**src/rtl/core/gpio_port_pin_control_assert.svh**
```systemverilog
// Assertion macros for the GPIO port pin control block.
// Each macro expands to a labeled concurrent assertion on i_clk / i_rst_n.
`ifndef GPIO_PORT_PIN_CONTROL_ASSERT_SVH
`define GPIO_PORT_PIN_CONTROL_ASSERT_SVH

// same-cycle implication
`define GPP_ASSERT_NOW(lbl, ante, cons, msg) \
    lbl: assert property (@(posedge i_clk) disable iff (!i_rst_n) (ante) |-> (cons)) \
        else $error(msg);

// next-cycle implication
`define GPP_ASSERT_NEXT(lbl, ante, cons, msg) \
    lbl: assert property (@(posedge i_clk) disable iff (!i_rst_n) (ante) |=> (cons)) \
        else $error(msg);

`endif

```
**src/rtl/core/gpp_pkg.sv**
```systemverilog
// Shared types, constants and the port table for the GPIO port pin control block.
// No dependencies.
`timescale 1ns / 1ps

package gpp_pkg;

    localparam int NUM_PORTS_DEF = 17;
    localparam int TABLE_LEN     = 17;
    localparam int WORD_W        = 32;

    typedef enum logic [1:0] {
        KIND_A = 2'd0,
        KIND_F = 2'd1,
        KIND_H = 2'd2
    } t_kind;

    typedef enum logic {
        OP_READ = 1'b0,
        OP_SET  = 1'b1
    } t_op;

    typedef enum logic [1:0] {
        ST_OK       = 2'd0,
        ST_BAD_PIN  = 2'd1,
        ST_BAD_CODE = 2'd2
    } t_status;

    typedef struct packed {
        t_kind      kind;
        logic [4:0] last;
    } t_port_info;

    typedef struct packed {
        t_op        op;
        logic [4:0] port_index;
        logic [4:0] pin_number;
        logic [2:0] function_code;
        logic       drive_level;
        logic       keep_level;
        logic [1:0] pull_code;
    } t_req;

    typedef struct packed {
        logic [WORD_W-1:0] fn;
        logic [WORD_W-1:0] fn_hi;
        logic [WORD_W-1:0] level;
        logic [WORD_W-1:0] pull;
    } t_port_words;

    typedef struct packed {
        t_status     status;
        logic [3:0]  read_function;
        logic        read_level;
        logic [1:0]  read_pull;
        logic        wr_en;
        t_port_words words;
    } t_res;

    function automatic t_port_info port_info(input logic [4:0] idx);
        t_port_info info;
        case (idx)
            5'd0:    info = '{KIND_A, 5'd8};
            5'd1:    info = '{KIND_A, 5'd7};
            5'd2:    info = '{KIND_A, 5'd8};
            5'd3:    info = '{KIND_A, 5'd5};
            5'd4:    info = '{KIND_A, 5'd5};
            5'd5:    info = '{KIND_F, 5'd16};
            5'd6:    info = '{KIND_A, 5'd7};
            5'd7:    info = '{KIND_H, 5'd10};
            5'd8:    info = '{KIND_F, 5'd16};
            5'd9:    info = '{KIND_F, 5'd12};
            5'd10:   info = '{KIND_H, 5'd16};
            5'd11:   info = '{KIND_H, 5'd15};
            5'd12:   info = '{KIND_A, 5'd6};
            5'd13:   info = '{KIND_F, 5'd16};
            5'd14:   info = '{KIND_F, 5'd16};
            5'd15:   info = '{KIND_F, 5'd15};
            5'd16:   info = '{KIND_F, 5'd9};
            default: info = '{KIND_A, 5'd0};
        endcase
        return info;
    endfunction

endpackage

```
**src/rtl/core/gpp_port_mem.sv**
```systemverilog
// Port word memory: one entry of four 32-bit words per port, registered read.
// Per-entry valid bits make unwritten entries read as zero. Uses gpp_pkg.
`timescale 1ns / 1ps

module gpp_port_mem #(
    parameter int NUM_PORTS = gpp_pkg::NUM_PORTS_DEF,
    parameter int AW        = 5
) (
    input  logic                  i_clk,
    input  logic                  i_rst_n,
    input  logic                  i_rd_en,
    input  logic [AW-1:0]         i_rd_addr,
    output gpp_pkg::t_port_words  o_rd_words,
    input  logic                  i_wr_en,
    input  logic [AW-1:0]         i_wr_addr,
    input  gpp_pkg::t_port_words  i_wr_words
);

    gpp_pkg::t_port_words mem [NUM_PORTS];
    logic [NUM_PORTS-1:0] r_valid;
    gpp_pkg::t_port_words r_rd_data;
    logic                 r_rd_ok;

    always_ff @(posedge i_clk) begin
        if (i_wr_en) begin
            mem[i_wr_addr] <= i_wr_words;
        end
        if (i_rd_en) begin
            r_rd_data <= mem[i_rd_addr];
        end
    end

    always_ff @(posedge i_clk) begin
        if (!i_rst_n) begin
            r_valid <= '0;
            r_rd_ok <= 1'b0;
        end else begin
            if (i_wr_en) begin
                r_valid[i_wr_addr] <= 1'b1;
            end
            if (i_rd_en) begin
                r_rd_ok <= r_valid[i_rd_addr];
            end
        end
    end

    assign o_rd_words = r_rd_ok ? r_rd_data : '0;

endmodule

```
**src/rtl/core/gpp_pin_update.sv**
```systemverilog
// Pin field checks, read-modify of one port entry and readback extraction.
// Purely combinational. Uses gpp_pkg.
`timescale 1ns / 1ps

module gpp_pin_update #(
    parameter int NUM_PORTS = gpp_pkg::NUM_PORTS_DEF
) (
    input  gpp_pkg::t_req        i_req,
    input  gpp_pkg::t_port_words i_words,
    output gpp_pkg::t_res        o_res
);

    localparam int W = gpp_pkg::WORD_W;

    gpp_pkg::t_port_info  info;
    gpp_pkg::t_port_words w_new;
    logic         port_ok;
    logic         pin_ok;
    logic         is_f;
    logic         is_hi;
    logic         code_bad;
    logic         do_set;
    logic         wr;
    logic [4:0]   pin;
    logic [4:0]   fsh;
    logic [4:0]   psh;
    logic [W-1:0] fmask;
    logic [W-1:0] fw_old;
    logic [W-1:0] fw_new;
    logic [W-1:0] fsel;
    logic [W-1:0] ftmp;
    logic [W-1:0] ptmp;

    always_comb begin
        pin      = i_req.pin_number;
        info     = gpp_pkg::port_info(i_req.port_index);
        port_ok  = (32'(i_req.port_index) < NUM_PORTS) &&
                   (32'(i_req.port_index) < gpp_pkg::TABLE_LEN);
        is_f     = (info.kind == gpp_pkg::KIND_F);
        is_hi    = (info.kind == gpp_pkg::KIND_H) && (pin >= 5'd8);
        pin_ok   = port_ok && (pin <= info.last) && (pin <= 5'd15) &&
                   (is_f || is_hi || (pin <= 5'd7));
        code_bad = is_f && (i_req.function_code > 3'd3);
        do_set   = (i_req.op == gpp_pkg::OP_SET);
        wr       = pin_ok && do_set && !code_bad;

        fsh    = is_f ? {pin[3:0], 1'b0} : {pin[2:0], 2'b00};
        psh    = {pin[3:0], 1'b0};
        fmask  = is_f ? W'(3) : W'(15);
        fw_old = is_hi ? i_words.fn_hi : i_words.fn;
        fw_new = (fw_old & ~(fmask << fsh)) |
                 ((W'(i_req.function_code) & fmask) << fsh);

        w_new = i_words;
        if (wr) begin
            if (is_hi) begin
                w_new.fn_hi = fw_new;
            end else begin
                w_new.fn = fw_new;
            end
            if (!i_req.keep_level) begin
                w_new.level = (i_words.level & ~(W'(1) << pin)) |
                              (W'(i_req.drive_level) << pin);
            end
            w_new.pull = (i_words.pull & ~(W'(3) << psh)) |
                         (W'(i_req.pull_code) << psh);
        end

        fsel = is_hi ? w_new.fn_hi : w_new.fn;
        ftmp = (fsel >> fsh) & fmask;
        ptmp = w_new.pull >> psh;

        o_res.wr_en = wr;
        o_res.words = w_new;
        if (!pin_ok) begin
            o_res.status = gpp_pkg::ST_BAD_PIN;
        end else if (do_set && code_bad) begin
            o_res.status = gpp_pkg::ST_BAD_CODE;
        end else begin
            o_res.status = gpp_pkg::ST_OK;
        end
        if (o_res.status == gpp_pkg::ST_OK) begin
            o_res.read_function = ftmp[3:0];
            o_res.read_level    = w_new.level[pin];
            o_res.read_pull     = ptmp[1:0];
        end else begin
            o_res.read_function = '0;
            o_res.read_level    = 1'b0;
            o_res.read_pull     = '0;
        end
    end

endmodule

```
**src/rtl/core/gpio_port_pin_control.sv**
```systemverilog
// GPIO port pin control, top level. A request is handled in turn: the beat is
// accepted and the port entry is read from the port word memory, then the
// entry is checked, modified and written back while the result loads the
// output register. The memory read is registered. No request is taken while
// another is in flight, so a read never overlaps a pending write-back. A new
// request is taken once the previous write-back is done, even if that result
// still waits downstream; a second waiting result holds the write-back and
// with it the input. Reset clears per-port valid bits, so no clearing pass.
// Uses gpp_pkg, gpp_port_mem, gpp_pin_update, gpio_port_pin_control_assert.svh.
`timescale 1ns / 1ps

`include "gpio_port_pin_control_assert.svh"

module gpio_port_pin_control #(
    parameter int NUM_PORTS = gpp_pkg::NUM_PORTS_DEF
) (
    input  logic       i_clk,
    input  logic       i_rst_n,
    input  logic       i_in_valid,
    output logic       o_in_stall,
    input  logic       i_op,
    input  logic [4:0] i_port_index,
    input  logic [4:0] i_pin_number,
    input  logic [2:0] i_function_code,
    input  logic       i_drive_level,
    input  logic       i_keep_level,
    input  logic [1:0] i_pull_code,
    output logic       o_out_valid,
    input  logic       i_out_stall,
    output logic [1:0] o_status,
    output logic [3:0] o_read_function,
    output logic       o_read_level,
    output logic [1:0] o_read_pull
);

    localparam int AW = (NUM_PORTS > 1) ? $clog2(NUM_PORTS) : 1;

    gpp_pkg::t_req        r_req;
    gpp_pkg::t_port_words rd_words;
    gpp_pkg::t_res        res;
    logic       r_busy;
    logic       n_busy;
    logic       r_out_valid;
    logic       n_out_valid;
    logic [1:0] r_status;
    logic [3:0] r_read_function;
    logic       r_read_level;
    logic [1:0] r_read_pull;
    logic       in_acc;
    logic       done;
    logic       mem_wr;

    assign o_in_stall = r_busy;
    assign in_acc     = i_in_valid && !r_busy;
    assign done       = r_busy && (!r_out_valid || !i_out_stall);
    assign mem_wr     = done && res.wr_en;

    gpp_port_mem #(
        .NUM_PORTS (NUM_PORTS),
        .AW        (AW)
    ) u_mem (
        .i_clk      (i_clk),
        .i_rst_n    (i_rst_n),
        .i_rd_en    (in_acc),
        .i_rd_addr  (i_port_index[AW-1:0]),
        .o_rd_words (rd_words),
        .i_wr_en    (mem_wr),
        .i_wr_addr  (r_req.port_index[AW-1:0]),
        .i_wr_words (res.words)
    );

    gpp_pin_update #(
        .NUM_PORTS (NUM_PORTS)
    ) u_upd (
        .i_req   (r_req),
        .i_words (rd_words),
        .o_res   (res)
    );

    always_ff @(posedge i_clk) begin
        if (in_acc) begin
            r_req <= '{op:            gpp_pkg::t_op'(i_op),
                       port_index:    i_port_index,
                       pin_number:    i_pin_number,
                       function_code: i_function_code,
                       drive_level:   i_drive_level,
                       keep_level:    i_keep_level,
                       pull_code:     i_pull_code};
        end
        if (done) begin
            r_status        <= res.status;
            r_read_function <= res.read_function;
            r_read_level    <= res.read_level;
            r_read_pull     <= res.read_pull;
        end
    end

    always_comb begin
        n_busy      = r_busy;
        n_out_valid = r_out_valid;
        if (r_out_valid && !i_out_stall) begin
            n_out_valid = 1'b0;
        end
        if (done) begin
            n_busy      = 1'b0;
            n_out_valid = 1'b1;
        end
        if (in_acc) begin
            n_busy = 1'b1;
        end
    end

    always_ff @(posedge i_clk) begin
        if (!i_rst_n) begin
            r_busy      <= 1'b0;
            r_out_valid <= 1'b0;
        end else begin
            r_busy      <= n_busy;
            r_out_valid <= n_out_valid;
        end
    end

    assign o_out_valid     = r_out_valid;
    assign o_status        = r_status;
    assign o_read_function = r_read_function;
    assign o_read_level    = r_read_level;
    assign o_read_pull     = r_read_pull;

    `GPP_ASSERT_NOW(a_err_zero_fields,
        o_out_valid && (o_status != gpp_pkg::ST_OK),
        (o_read_function == 4'd0) && !o_read_level && (o_read_pull == 2'd0),
        "readback fields nonzero on error status")
    `GPP_ASSERT_NOW(a_out_after_work, $rose(o_out_valid), $past(r_busy),
        "result appeared without a request in flight")
    `GPP_ASSERT_NOW(a_write_only_ok, mem_wr,
        (res.status == gpp_pkg::ST_OK) && (r_req.op == gpp_pkg::OP_SET),
        "port entry written on a failed or read request")
    `GPP_ASSERT_NEXT(a_accept_busy, in_acc, r_busy && o_in_stall,
        "accepted beat did not start memory access")

endmodule
```
**config.mk**
```make
export PLATFORM = sky130hd
export DESIGN_NAME = gpio_port_pin_control
export DESIGN_NICKNAME = d
export VERILOG_FILES = /design/src/rtl/core/gpp_pkg.sv /design/src/rtl/core/gpp_port_mem.sv /design/src/rtl/core/gpp_pin_update.sv /design/src/rtl/core/gpio_port_pin_control.sv
export VERILOG_INCLUDE_DIRS = /design/src /design/src/rtl/core
export SDC_FILE = /design/constraint.sdc
export NUM_CORES = 2
export LEC_CHECK = 0
export BUFFER_PORTS_ARGS = -buffer_cell sky130_fd_sc_hd__clkbuf_2
export CAP_MARGIN = 20
export CORE_MARGIN = 2
export CORE_UTILIZATION = 45
export CTS_CLUSTER_SIZE = 40
export DETAILED_ROUTE_END_ITERATION = 12
export GPL_ROUTABILITY_DRIVEN = 0
export PLACE_DENSITY_LB_ADDON = 0.15
export SETUP_SLACK_MARGIN = 0.3
export SYNTH_ARGS = -nofsm -noshare
export SYNTH_HDL_FRONTEND = slang
export SYNTH_SLANG_ARGS = --single-unit
```
**constraint.sdc**
```tcl
create_clock -name i_clk -period 11.9 [get_ports i_clk]
set_input_delay 2.975 -clock i_clk [delete_from_list [all_inputs] [get_ports i_clk]]
set_output_delay 2.975 -clock i_clk [all_outputs]
set_load 0.1 [all_outputs]
```
==> impl_metrics.yaml <==
synth:
  ys_warn_count: 0
  synth-edff-count: 2043
  syn_nets: 3867
  yosys_most_used_dff: "edfxtp_1"
  avgSynthCellArea_um2: 21.43
  synthArstFlopShare_pct: 0
  synth_cells: 3837
  synth-compound-area-share_pct: 3.102
  yosys.area_share.simple_pct: 2.047
  syn_area_um2: 82210
  ys_seq_area_share_pct: 75.28
  synth_top_family_by_area: "multiplexers"
  synth_fa_ha_area_share_pct: 0.1218
  synth_xor_area_share_pct: 0.01065
  synth.area.mux_share_pct: 18.14
  synth.distinct_cells: 76
  synth-seq-cells: 2070
drt:
  wl_met1_mm: 88.31
  drt_iter0_drc: 4750
  wl_per_cell_um: 31.82
  dr.pass1.iters: 6
  met3WireLength_mm: 13.37
  top_layer: "met4"
  vias: 40270
  wl_met2_mm: 100.0
  drc: 0
  ant_nets: 0
  avgViaCountPerCell: 6.170
  routed_wl_mm: 207.7
critical_path:
  cpLargestDelayFamily: "buffers and inverters"
  max_stage_delay_ns: 0.92
  worstPathMaxFanout: 35
  critPathKind: "reg2reg"
  cp.buffers_inverters: 6
  cp-end-kind: "flop"
  crit_path_top_delay_cell: "nor2_4"
  critPathLaunchType: "flop"
  crit_required_ns: 12.37
  reg2reg_slack_ns: 5.68
  cp.arrival_ns: 6.68
  path_cells: "buf_4, inv_1, ha_1, inv_1, or2_2, o21ai_2, buf_4, nand2_4, nor2_2, nand3_1, nor2_4, buf_4, buf_4"
  crit_top_cell: "buf_4"
floorplanning:
  rows: 156
  dieArea_um2: 186100
  die_y_um: 431.4
  initial_core_util_pct: 45.39
  core_area_um2: 181100
  die_w_um: 431.4
  boundaryPins: 33
final_layout:
  fin_nets: 4009
  instances_no_fill: 6527
  drive_above_1_share_pct: 30.43
  finish.utilization_pct: 51.03
  n_antenna_cell: 0
  area_delta_synth_final_pct: 12.43
  layout_common_cells: "edfxtp_1, mux4_2, clkbuf_16, buf_4, mux2_2"
  layout_commonest_cell: "edfxtp_1"
  fillCellCount: 14280
timing:
  maxSlewViolCount: 0
  grt_setup_unrepaired: "false"
  setup_ws_ns: 5.685
  fin_crit_ns: 6.215
  maxSlewHeadroom_pct: 27.53
  tightest_slew_ns: 1.080
  hold_viol: 0
  hold_ws_ns: 0.4626
  setup_viol: 0
  fin_setup_tns_ns: 0
  skew_ns: 0.04719
  max_freq_ghz: 0.1609
  period_share_pct: 52.23
min_path:
  holdCritPathClass: "reg2reg"
global_route:
  grtUsageTotal_pct: 22.39
  grt_first_pass_wirelength_mm: 299.8
  grt_max_degree: 136
  grt_pass1_vias: 41190
  grt_antenna_before_repair: 1
  grt-ovfl-total: 0
status:
  status: "finished, final reports clean"
pwr:
  p_leak_uw: 0.02911
  irDropWorstVdd_v: 0.0001451
  power_density_nw_per_um2: 165.9
clock_tree:
  cts.clk_slew.worst_paths_ns: 0.06
  post_cts_resized: 0
  cts_hold_buf: 0
  cts_max_level: 4
  cts.sinks: 2070
  cts_setup_buffers: 0
  cts_tree: "built"
  cts_buffer_depth: 3
  clock_latency_ns: 0.85
  cts_inserted_buffers: 212
  cts_root_buffer: "clkbuf_16"
place:
  dp_slack_ns: 5.064
  place_hpwl_mm: 106.0
  dp.cells: 6125
  portBuffers: 32
flow_run:
  max_cap_viol_count: 0
[cell type report]
cell class	count	area (µm²)	share of cell area, %
well taps	2370	2965	3.208
multi-input cells	1501	19410	21.00
flip-flops and latches	2070	61890	66.96
inverters	17	63.81	0.06904
clock buffers	249	5487	5.936
clock inverters	143	1195	1.293
repair buffers	177	1413	1.528
[worst register-to-register path, delay by kind of cell (launching register included)]
kind | cells | cell delay, ns
compound gates | 1 | 0.06
simple gates | 5 | 2.17
flops | 1 | 0.32
buf+inv | 6 | 2.82
fa+ha+maj | 1 | 0.44
[power breakdown]
part           switching, µW  internal [µW]
Clock                   2790           3620
Combinational            523            318
Sequential              35.0           8050
[flip-flops by register name (all words and copies together), names as in the netlist]
signal,flops
u_mem.mem,1904
u_mem.r_rd_data,112
r_req,18
u_mem.r_valid,17
u_upd.info,7
o_read_function,4
o_read_pull,2
o_status,2
o_in_stall,1
o_out_valid,1
o_read_level,1
u_mem.r_rd_ok,1
[stage by stage]
stage               total power [µW]  instance area, µm²
floorplan                       8794               82210
global placement                9064               85630
detailed placement              9072               85670
CTS                            15460               92350
global route                   15810               92430
finish                         15330               92430
[cell families after synthesis]
logic type | Yosys count
flops | 2070
mux | 760
simple gates | 360
compound gates | 372
fa+ha+maj | 8
xor+xnor | 1
buf+inv | 266
[synth_stat cells (5+ instances only)]
master | count | share of area [%]
a211oi_1 | 14 | 0.13
a21o_1 | 6 | 0.055
a21oi_1 | 55 | 0.33
a221oi_1 | 11 | 0.12
a22oi_1 | 14 | 0.13
a31o_1 | 9 | 0.096
a31o_2 | 49 | 0.52
a31oi_1 | 11 | 0.084
a32oi_1 | 9 | 0.096
and2_1 | 8 | 0.061
buf_1 | 29 | 0.13
buf_2 | 17 | 0.10
clkbuf_1 | 195 | 0.89
dfxtp_1 | 27 | 0.66
edfxtp_1 | 2043 | 75
ha_1 | 8 | 0.12
inv_1 | 16 | 0.073
mux2_2 | 129 | 1.8
mux2i_1 | 60 | 0.73
mux4_2 | 570 | 16
nand2_1 | 109 | 0.50
nand3_1 | 57 | 0.35
nand4_1 | 10 | 0.076
nor2_1 | 121 | 0.55
nor2b_1 | 5 | 0.038
nor3_1 | 10 | 0.061
o211ai_1 | 21 | 0.19
o21a_1 | 19 | 0.17
o21ai_0 | 75 | 0.46
o21ai_1 | 27 | 0.16
o22ai_1 | 6 | 0.046
o311ai_1 | 5 | 0.053
o31ai_1 | 16 | 0.15
[metal layers]
metal  global-route usage (%)  up-vias
met3                    3.791      344
li1                         -    16550
met4                    7.010        0
met1                    31.79    21830
met5                        0        -
met2                    35.68     1552
[final timing paths]
kind / startpoint / end / cells past startpoint
setup / recovery: r_req[7] / u_mem.mem[11][120] / 13
hold reg to reg: u_mem.r_valid[6] / u_mem.r_valid[6] / 1
setup reg to reg: r_req[7] / u_mem.mem[11][120] / 13
hold / removal: u_mem.r_valid[6] / u_mem.r_valid[6] / 1
No activity file was read; power rests on OpenSTA's default activity.
